$ cat src/design/sha_pkg.sv
// sha_pkg: shared types and constants for the sha-256 message hasher
// no dependencies

package sha_pkg;

  typedef struct packed {
    logic [31:0] data_word;
    logic [2:0]  byte_count;
    logic        end_of_message;
  } in_item_t;

  typedef struct packed {
    logic [31:0] digest_word;
    logic [2:0]  word_index;
    logic        last_word;
  } out_item_t;

  // queue entry between front and back: one block word
  typedef struct packed {
    logic [31:0] word;
    logic        blk_end;   // sixteenth word of a block
    logic        msg_end;   // last word of the message
  } fb_item_t;

  localparam logic [31:0] IV [8] = '{
    32'h6a09e667, 32'hbb67ae85, 32'h3c6ef372, 32'ha54ff53a,
    32'h510e527f, 32'h9b05688c, 32'h1f83d9ab, 32'h5be0cd19
  };

  localparam logic [7:0] PAD_BYTE = 8'h80;
  localparam int unsigned BLOCK_BITS = 512;

  function automatic logic [31:0] round_k(input logic [5:0] i);
    logic [31:0] k [64];
    k = '{
      32'h428a2f98, 32'h71374491, 32'hb5c0fbcf, 32'he9b5dba5, 32'h3956c25b, 32'h59f111f1,
      32'h923f82a4, 32'hab1c5ed5, 32'hd807aa98, 32'h12835b01, 32'h243185be, 32'h550c7dc3,
      32'h72be5d74, 32'h80deb1fe, 32'h9bdc06a7, 32'hc19bf174, 32'he49b69c1, 32'hefbe4786,
      32'h0fc19dc6, 32'h240ca1cc, 32'h2de92c6f, 32'h4a7484aa, 32'h5cb0a9dc, 32'h76f988da,
      32'h983e5152, 32'ha831c66d, 32'hb00327c8, 32'hbf597fc7, 32'hc6e00bf3, 32'hd5a79147,
      32'h06ca6351, 32'h14292967, 32'h27b70a85, 32'h2e1b2138, 32'h4d2c6dfc, 32'h53380d13,
      32'h650a7354, 32'h766a0abb, 32'h81c2c92e, 32'h92722c85, 32'ha2bfe8a1, 32'ha81a664b,
      32'hc24b8b70, 32'hc76c51a3, 32'hd192e819, 32'hd6990624, 32'hf40e3585, 32'h106aa070,
      32'h19a4c116, 32'h1e376c08, 32'h2748774c, 32'h34b0bcb5, 32'h391c0cb3, 32'h4ed8aa4a,
      32'h5b9cca4f, 32'h682e6ff3, 32'h748f82ee, 32'h78a5636f, 32'h84c87814, 32'h8cc70208,
      32'h90befffa, 32'ha4506ceb, 32'hbef9a3f7, 32'hc67178f2
    };
    return k[i];
  endfunction

  function automatic logic [31:0] rotr(input logic [31:0] x, input int unsigned n);
    return (x >> n) | (x << (32 - n));
  endfunction

endpackage

$ cat src/design/sha_front.sv
// sha_front: packs message bytes into block words and appends the padding
// depends on sha_pkg

module sha_front (
  input  logic              clk_i,
  input  logic              rst_ni,
  input  logic              push_i,
  output logic              full_o,
  input  sha_pkg::in_item_t in_i,
  output logic              wr_o,
  output sha_pkg::fb_item_t wr_item_o,
  input  logic              wr_full_i
);

  typedef enum logic [3:0] {
    ST_IN   = 4'b0001,
    ST_PAD  = 4'b0010,
    ST_LENH = 4'b0100,
    ST_LENL = 4'b1000
  } fstate_e;

  localparam logic [7:0] PAD_BYTE_W = sha_pkg::PAD_BYTE;

  fstate_e     state_q, state_d;
  logic [5:0]  pos_q, pos_d;        // bytes held in the block
  logic [31:0] part_q, part_d;      // partly filled word
  logic [63:0] bits_q, bits_d;
  logic [2:0]  cnt;
  logic [63:0] merged;              // part word plus new bytes, plus overflow
  logic [2:0]  lane;
  logic [31:0] new_word;
  logic [6:0]  tot;

  assign cnt  = (in_i.byte_count > 3'd4) ? 3'd4 : in_i.byte_count;
  assign lane = {1'b0, pos_q[1:0]};

  always_comb begin
    logic [63:0] data64;
    data64 = {in_i.data_word, 32'h0};
    // mask invalid low bytes
    for (int b = 0; b < 4; b++) begin
      if (3'(b) >= cnt) data64[63-8*b -: 8] = 8'h0;
    end
    merged = {part_q, 32'h0} | (data64 >> (8 * lane));
  end

  assign tot = {1'b0, pos_q} + {4'd0, cnt};

  always_comb begin
    state_d  = state_q;
    pos_d    = pos_q;
    part_d   = part_q;
    bits_d   = bits_q;
    wr_o     = 1'b0;
    wr_item_o = '{word: '0, blk_end: 1'b0, msg_end: 1'b0};
    new_word = '0;
    full_o   = 1'b1;
    unique case (state_q)
      ST_IN: begin
        full_o = wr_full_i;
        if (push_i && !wr_full_i) begin
          bits_d = bits_q + {58'd0, cnt, 3'd0};
          pos_d  = tot[5:0];
          if (tot[6:2] != {1'b0, pos_q[5:2]}) begin
            // a word completed
            wr_o = 1'b1;
            wr_item_o.word = merged[63:32];
            wr_item_o.blk_end = (pos_q[5:2] == 4'd15);
            part_d = merged[31:0];
          end else begin
            part_d = merged[63:32];
          end
          if (in_i.end_of_message) begin
            // append the marker byte into the current word
            new_word = (pos_d[1:0] == 2'd0) ? 32'h0 : part_d;
            part_d = new_word | ({PAD_BYTE_W, 24'h0} >> (8 * pos_d[1:0]));
            pos_d  = {pos_d[5:2], 2'd0} + 6'd4;
            state_d = ST_PAD;
          end
        end
      end
      ST_PAD: begin
        // flush the word holding the marker, then zero words up to word 13
        if (!wr_full_i) begin
          wr_o = 1'b1;
          wr_item_o.word = part_q;
          wr_item_o.blk_end = (pos_q == 6'd0);
          part_d = '0;
          if (pos_q == 6'd56) state_d = ST_LENH;
          pos_d = pos_q + 6'd4;
        end
      end
      ST_LENH: begin
        if (!wr_full_i) begin
          wr_o = 1'b1;
          wr_item_o.word = bits_q[63:32];
          state_d = ST_LENL;
        end
      end
      default: begin
        if (!wr_full_i) begin
          wr_o = 1'b1;
          wr_item_o = '{word: bits_q[31:0], blk_end: 1'b1, msg_end: 1'b1};
          state_d = ST_IN;
          pos_d   = '0;
          bits_d  = '0;
        end
      end
    endcase
  end

  always_ff @(posedge clk_i or negedge rst_ni) begin
    if (!rst_ni) begin
      state_q <= ST_IN;
      pos_q   <= '0;
      bits_q  <= '0;
      part_q  <= '0;
    end else begin
      state_q <= state_d;
      pos_q   <= pos_d;
      bits_q  <= bits_d;
      part_q  <= part_d;
    end
  end

endmodule

$ cat src/design/sha_queue.sv
// sha_queue: small fifo of block words between front and back
// depends on sha_pkg

module sha_queue #(
  parameter int unsigned DEPTH = 4
) (
  input  logic              clk_i,
  input  logic              rst_ni,
  input  logic              wr_i,
  input  sha_pkg::fb_item_t wr_item_i,
  output logic              full_o,
  input  logic              rd_i,
  output sha_pkg::fb_item_t rd_item_o,
  output logic              empty_o
);

  localparam int unsigned AW = $clog2(DEPTH);

  sha_pkg::fb_item_t mem_q [DEPTH];
  logic [AW-1:0] wp_q, rp_q;
  logic [AW:0]   cnt_q;

  assign full_o    = (cnt_q == (AW+1)'(DEPTH));
  assign empty_o   = (cnt_q == '0);
  assign rd_item_o = mem_q[rp_q];

  always_ff @(posedge clk_i or negedge rst_ni) begin
    if (!rst_ni) begin
      wp_q  <= '0;
      rp_q  <= '0;
      cnt_q <= '0;
    end else begin
      if (wr_i) wp_q <= (wp_q == AW'(DEPTH - 1)) ? '0 : wp_q + 1'b1;
      if (rd_i) rp_q <= (rp_q == AW'(DEPTH - 1)) ? '0 : rp_q + 1'b1;
      cnt_q <= cnt_q + (AW+1)'(wr_i) - (AW+1)'(rd_i);
    end
  end

  always_ff @(posedge clk_i) begin
    if (wr_i) mem_q[wp_q] <= wr_item_i;
  end

endmodule

$ cat src/design/sha_core.sv
// sha_core: message schedule, 64 rounds one per cycle, chaining and digest output
// depends on sha_pkg

module sha_core (
  input  logic               clk_i,
  input  logic               rst_ni,
  input  logic               q_empty_i,
  input  sha_pkg::fb_item_t  q_item_i,
  output logic               q_rd_o,
  output logic               empty_o,
  input  logic               pop_i,
  output sha_pkg::out_item_t out_o
);

  typedef enum logic [3:0] {
    ST_LOAD = 4'b0001,
    ST_RUN  = 4'b0010,
    ST_ADD  = 4'b0100,
    ST_OUT  = 4'b1000
  } cstate_e;

  cstate_e     state_q, state_d;
  logic [31:0] w_q [16];
  logic [31:0] v_q [8];
  logic [31:0] h_q [8];
  logic [5:0]  rnd_q;
  logic [2:0]  oidx_q;
  logic        msg_q;
  logic [31:0] w_new, t1, t2, wt;

  always_comb begin
    logic [31:0] s0, s1, e, a;
    s0 = sha_pkg::rotr(w_q[1], 7) ^ sha_pkg::rotr(w_q[1], 18) ^ (w_q[1] >> 3);
    s1 = sha_pkg::rotr(w_q[14], 17) ^ sha_pkg::rotr(w_q[14], 19) ^ (w_q[14] >> 10);
    w_new = s1 + w_q[9] + s0 + w_q[0];
    wt = w_q[0];
    e = v_q[4];
    a = v_q[0];
    t1 = v_q[7] + (sha_pkg::rotr(e, 6) ^ sha_pkg::rotr(e, 11) ^ sha_pkg::rotr(e, 25))
       + ((e & v_q[5]) ^ (~e & v_q[6])) + sha_pkg::round_k(rnd_q) + wt;
    t2 = (sha_pkg::rotr(a, 2) ^ sha_pkg::rotr(a, 13) ^ sha_pkg::rotr(a, 22))
       + ((a & v_q[1]) ^ (a & v_q[2]) ^ (v_q[1] & v_q[2]));
  end

  assign q_rd_o  = (state_q == ST_LOAD) && !q_empty_i;
  assign empty_o = (state_q != ST_OUT);
  assign out_o   = '{digest_word: h_q[oidx_q], word_index: oidx_q,
                     last_word: (oidx_q == 3'd7)};

  always_comb begin
    state_d = state_q;
    unique case (state_q)
      ST_LOAD: if (q_rd_o && q_item_i.blk_end) state_d = ST_RUN;
      ST_RUN:  if (rnd_q == 6'd63) state_d = ST_ADD;
      ST_ADD:  state_d = msg_q ? ST_OUT : ST_LOAD;
      default: if (pop_i && oidx_q == 3'd7) state_d = ST_LOAD;
    endcase
  end

  always_ff @(posedge clk_i or negedge rst_ni) begin
    if (!rst_ni) begin
      state_q <= ST_LOAD;
      rnd_q   <= '0;
      oidx_q  <= '0;
      msg_q   <= 1'b0;
      for (int i = 0; i < 8; i++) begin
        h_q[i] <= sha_pkg::IV[i];
        v_q[i] <= sha_pkg::IV[i];
      end
    end else begin
      state_q <= state_d;
      unique case (state_q)
        ST_LOAD: begin
          if (q_rd_o) msg_q <= q_item_i.msg_end;
          for (int i = 0; i < 8; i++) v_q[i] <= h_q[i];
          rnd_q <= '0;
        end
        ST_RUN: begin
          v_q[7] <= v_q[6]; v_q[6] <= v_q[5]; v_q[5] <= v_q[4];
          v_q[4] <= v_q[3] + t1;
          v_q[3] <= v_q[2]; v_q[2] <= v_q[1]; v_q[1] <= v_q[0];
          v_q[0] <= t1 + t2;
          rnd_q  <= rnd_q + 6'd1;
        end
        ST_ADD: begin
          for (int i = 0; i < 8; i++) h_q[i] <= h_q[i] + v_q[i];
          oidx_q <= '0;
        end
        default: begin
          if (pop_i) begin
            oidx_q <= oidx_q + 3'd1;
            if (oidx_q == 3'd7) begin
              for (int i = 0; i < 8; i++) h_q[i] <= sha_pkg::IV[i];
            end
          end
        end
      endcase
    end
  end

  // schedule window: shifts on load and on every round
  always_ff @(posedge clk_i) begin
    if (q_rd_o || state_q == ST_RUN) begin
      for (int i = 0; i < 15; i++) w_q[i] <= w_q[i+1];
      w_q[15] <= q_rd_o ? q_item_i.word : w_new;
    end
  end

endmodule

$ cat src/design/sha256_message_hasher_top.sv
// sha256_message_hasher_top: sha-256 hasher with queue style channels
// depends on sha_pkg, sha_front, sha_queue, sha_core
//
// usage:
//   input channel: push / full carry one transaction per message word
//   (big-endian data, 0..4 valid leading bytes, end flag). the front packs
//   bytes into 32-bit block words, appends the 0x80 marker, zero fill and the
//   64-bit bit length, and writes words to a short queue.
//   the core takes 16 words from the queue (one per cycle while the queue
//   is not empty), runs 64 rounds one per cycle, then adds into the
//   chaining value; it takes no words while it runs and adds, so the block
//   rate is set by the single round unit of the core.
//   result channel: empty / pop; after the final block, eight
//   transactions appear in order, word_index 0..7, last_word on the eighth.
//   the first digest word follows the end-of-message transaction once the
//   padding words and one or two compressions are done.
//   if the receiver stalls, the core holds the digest and stops taking words;
//   the queue fills and full rises, so the sender stalls in turn.
//   reset: chaining value goes to the standard iv, byte and bit counts clear,
//   the queue empties; block word storage is not cleared

module sha256_message_hasher_top #(
  parameter int unsigned QUEUE_DEPTH = 4
) (
  input  logic               clk_i,
  input  logic               rst_ni,
  input  logic               push,
  output logic               full,
  input  sha_pkg::in_item_t  in_item_i,
  output logic               empty,
  input  logic               pop,
  output sha_pkg::out_item_t out_item_o
);

  logic              q_wr, q_full, q_rd, q_empty;
  sha_pkg::fb_item_t q_wr_item, q_rd_item;

  // front: byte packing and padding
  sha_front u_front (
    .clk_i     (clk_i),
    .rst_ni    (rst_ni),
    .push_i    (push),
    .full_o    (full),
    .in_i      (in_item_i),
    .wr_o      (q_wr),
    .wr_item_o (q_wr_item),
    .wr_full_i (q_full)
  );

  // decoupling queue of block words
  sha_queue #(.DEPTH(QUEUE_DEPTH)) u_queue (
    .clk_i     (clk_i),
    .rst_ni    (rst_ni),
    .wr_i      (q_wr),
    .wr_item_i (q_wr_item),
    .full_o    (q_full),
    .rd_i      (q_rd),
    .rd_item_o (q_rd_item),
    .empty_o   (q_empty)
  );

  // back: compression and digest output
  sha_core u_core (
    .clk_i     (clk_i),
    .rst_ni    (rst_ni),
    .q_empty_i (q_empty),
    .q_item_i  (q_rd_item),
    .q_rd_o    (q_rd),
    .empty_o   (empty),
    .pop_i     (pop),
    .out_o     (out_item_o)
  );

endmodule

$ cat config.mk
export PLATFORM = sky130hd
export DESIGN_NAME = sha256_message_hasher_top
export DESIGN_NICKNAME = d
export VERILOG_FILES = /design/src/design/sha_pkg.sv /design/src/design/sha_front.sv /design/src/design/sha_queue.sv /design/src/design/sha_core.sv /design/src/design/sha256_message_hasher_top.sv
export SDC_FILE = /design/constraint.sdc
export NUM_CORES = 2
export LEC_CHECK = 0
export ABC_AREA = 0
export BUFFER_PORTS_ARGS = -buffer_cell sky130_fd_sc_hd__buf_2
export CAP_MARGIN = 20
export CORE_MARGIN = 8
export CORE_UTILIZATION = 30
export CTS_CLUSTER_SIZE = 20
export DETAILED_ROUTE_END_ITERATION = 7
export PLACE_DENSITY_LB_ADDON = 0.15
export SLEW_MARGIN = 20
export SYNTH_ARGS = -nofsm -noshare
export SYNTH_HDL_FRONTEND = slang
export SYNTH_SLANG_ARGS = --single-unit
$ cat constraint.sdc
create_clock -name clk_i -period 17 [get_ports clk_i]
set_input_delay 3.4 -clock clk_i [delete_from_list [all_inputs] [get_ports clk_i]]
set_output_delay 3.4 -clock clk_i [all_outputs]
set_load 0.1 [all_outputs]
==> results_dict.tcl <==
set metrics [dict create \
    die-area_mm2 0.273 \
    grt_util_met3_pct 2.72 \
    detail-route-antenna-nets 0 \
    ys_seq_area_share_pct 46.5 \
    worst_pin_slew_ns 1.12 \
    seq_area_mm2 0.0357 \
    post-route-min-period_ns 10.30 \
    crit_type "flop to flop" \
    multi_input_area_mm2 0.0388 \
    critPathSlowestCell "dfrtp_1" \
    cts_tree "built" \
    fin_cells 10699 \
    routed-via-count 57286 \
    synth_ff_type "edfxtp_1" \
    hold_violations 0 \
    cts_root_buffer "clkbuf_16" \
    groute.usage.overall_pct 19.4 \
    final_layout_size_suffix_gt1_share_pct 12.2 \
    globalplace.congestion 0.886 \
    synth-seq-cells 1284 \
    cp.required_ns 17.66 \
    outcome "finished clean" \
    drt_wl_total_mm 272 \
    post_cts.repair.setup_buffers 0 \
    finalMaxSlewViolations 0 \
    htreeDepth 4 \
    coreArea_mm2 0.256 \
    synthArstFlopShare_pct 49.5 \
    netlist_area_mm2 0.0769 \
    max_stage_delay_ns 0.92 \
    critPathMaxFanout 22 \
    num-nets-final 7831 \
    path_clk_slew_ns 0.07 \
    setup-violations-final 0 \
    rsz0062_at_grt "false" \
    hold_buffers 0 \
    fin_skew_ns 0.0454 \
    synth_edf_count 648 \
    synthDistinctLibCells 84 \
    drtIter0Drc 4979 \
    clk_latency_ns 0.82 \
    rows 186 \
    die_h_um 522 \
    min_period_over_period_pct 60.6 \
    grt.overflow.total 0 \
    worstSetupStartpointType "flop" \
    cts_resized 0 \
    dpl.cell_count 10413 \
    syn_area_per_cell_um2 10.6 \
    io_pins 78 \
    fmax_mhz 97.1 \
    finalSetupTns_ns 0 \
    syn-num-nets 7882 \
    dp_hpwl_mm 200 \
    grt_pass1_vias 56379 \
    grt-busiest-layer "met2" \
    max-cap-violations 0 \
    drc 0 \
    wl_per_cell_um 25.4 \
    antenna_found_initial 8 \
    yosys_warnings 0 \
    grt_max_degree 188 \
    initial_core_util_pct 30.1 \
    ctsLongestPathBuffers 3 \
    hp-class "flop to flop" \
    cp_data_arrival_time_ns 10.96 \
    slew_headroom_pct 25.7 \
    numPortBuffers 77 \
    mostFrequentLayoutCells "722 x nor2_1, 648 x edfxtp_1, 631 x nand2_1" \
    met1_usage_pct 26.7 \
    die_w_um 522 \
    vias_per_cell 5.35 \
    synth_cells 7235 \
    met2_usage_pct 32.1 \
    firstDrtPassIters 6 \
    critPathMostFrequentCell "fa_1" \
    final_common_cell "nor2_1" \
    cts_made_buffers 153 \
    synthToLayoutAreaGrowth_pct 11.9 \
    grt_pass1_wl_mm 399 \
    clock-sinks 1284 \
    crit_path_end_kind "flop" \
    fillers 25692 \
]
## metrics by stage
| step | setup WS [ns] | cell area (µm²) | hold WS, ns | utilization [%] |
|---|---|---|---|---|
| after floorplan | 3.31 | 76900 | 0.400 | - |
| after global placement | 6.85 | 81000 | 0.400 | 31.7 |
| after detailed placement | 6.86 | 81000 | 0.405 | 31.7 |
| after CTS | 6.82 | 86000 | 0.401 | 33.6 |
| after global routing | 6.02 | 86000 | 0.407 | 33.6 |
| final | 6.70 | 86000 | 0.406 | 33.6 |
## worst paths after layout
check	depth (start not counted)	endpoint	slack (ns)	from
max reg2reg	35	u_core.v_q[255]	6.70	u_core.rnd_q[0]
min	0	u_core.w_q[1][105]	0.41	u_core.w_q[1][137]
max in group asynchronous	3	u_core.v_q[9]	12.40	rst_ni
min reg2reg	0	u_core.w_q[1][105]	0.41	u_core.w_q[1][137]
max	35	u_core.v_q[255]	6.70	u_core.rnd_q[0]
min in group asynchronous	1	u_core.h_q[176]	2.56	rst_ni
## registers in the layout, indices dropped and copies added (netlist names), 2 cells and up
| register | cells |
|---|---|
| u_core.w_q | 512 |
| u_core.h_q | 256 |
| u_core.v_q | 256 |
| u_queue.mem_q | 136 |
| u_front.bits_q | 61 |
| u_front.part_q | 32 |
| u_core.rnd_q | 6 |
| u_front.pos_q | 6 |
| u_core.state_q | 4 |
| u_front.state_q | 4 |
| u_core.oidx_q | 3 |
| u_queue.cnt_q | 3 |
| u_queue.rp_q | 2 |
| u_queue.wp_q | 2 |
## cells by family (layout without fill, tap and decap cells)
logic type	count (synthesis)	in the layout	synth area share (%)
XOR/XNOR	618	618	7.06
adder cells (fa/ha/maj)	628	628	12.1
buffers and inverters	658	735	3.22
other	0	3	0
AO/OA/AOI/OAI	1969	1969	16.2
flip-flops	1284	1284	46.5
multiplexers	189	189	4.17
AND/OR/NAND/NOR	1889	1889	10.8
## Yosys cell counts (23+ instances only)
library cell  count  share of area (%)
inv_1           280                1.4
mux4_2           99                2.9
or3_1            41               0.33
mux2_2           58               0.85
nor3_1           82               0.53
clkbuf_1        330                1.6
nand4_1          29               0.24
and3_1           76               0.62
xor2_1          226                2.6
and2_1           31               0.25
fa_1            198                5.2
o21bai_1         61               0.60
o22ai_1         138                1.1
a21o_1          164                1.6
nor2_1          724                3.5
a31oi_1          99               0.81
a21oi_1         519                3.4
o31ai_1          40               0.39
a211oi_1         33               0.32
nand2_1         634                3.1
ha_1            409                6.7
xnor2_1         391                4.5
o211ai_1         39               0.38
mux2i_1          32               0.42
dfstp_2         274                9.4
buf_1            43               0.21
a221oi_1         23               0.26
dfrtp_1         362                 12
a22oi_1         104                1.0
nand3_1         101               0.66
a222oi_1         29               0.38
o21ai_0         455                3.0
nand2b_1         53               0.43
o22a_1           25               0.28
o21a_1           54               0.53
nor2b_1          42               0.34
edfxtp_1        648                 25
## worst max-delay path: cells and delay by family, from the launching register on
family | cells | cell delay, ns
AOI/OAI and AO/OA | 14 | 3.12
xor gates and xnor gates | 2 | 0.52
adders and majority gates | 8 | 3.48
buffers and inverters | 4 | 0.58
DFF | 1 | 0.92
and+or+nand+nor | 7 | 1.53
## routing by layer
metal  part of all wire (%)  vias to the layer above
met5                 0.0048                        -
met4                    2.7                        2
met3                    4.7                      340
met2                     47                     1598
met1                     45                    29202
li1                       -                    26144
## final cells by class
cell class                 count  area share (%)
antenna                        3         0.00872
clock buffer                 219            4.97
clock inverter                64           0.848
inverter                     284            1.24
multi-input combinational   5293            45.1
sequential                  1284            41.5
tap                         3384            4.92
timing repair buffer         168            1.37
Power is left out: the tool's default activity adds up to more than one toggle a clock period on the data nets, which glitch-free logic cannot reach.
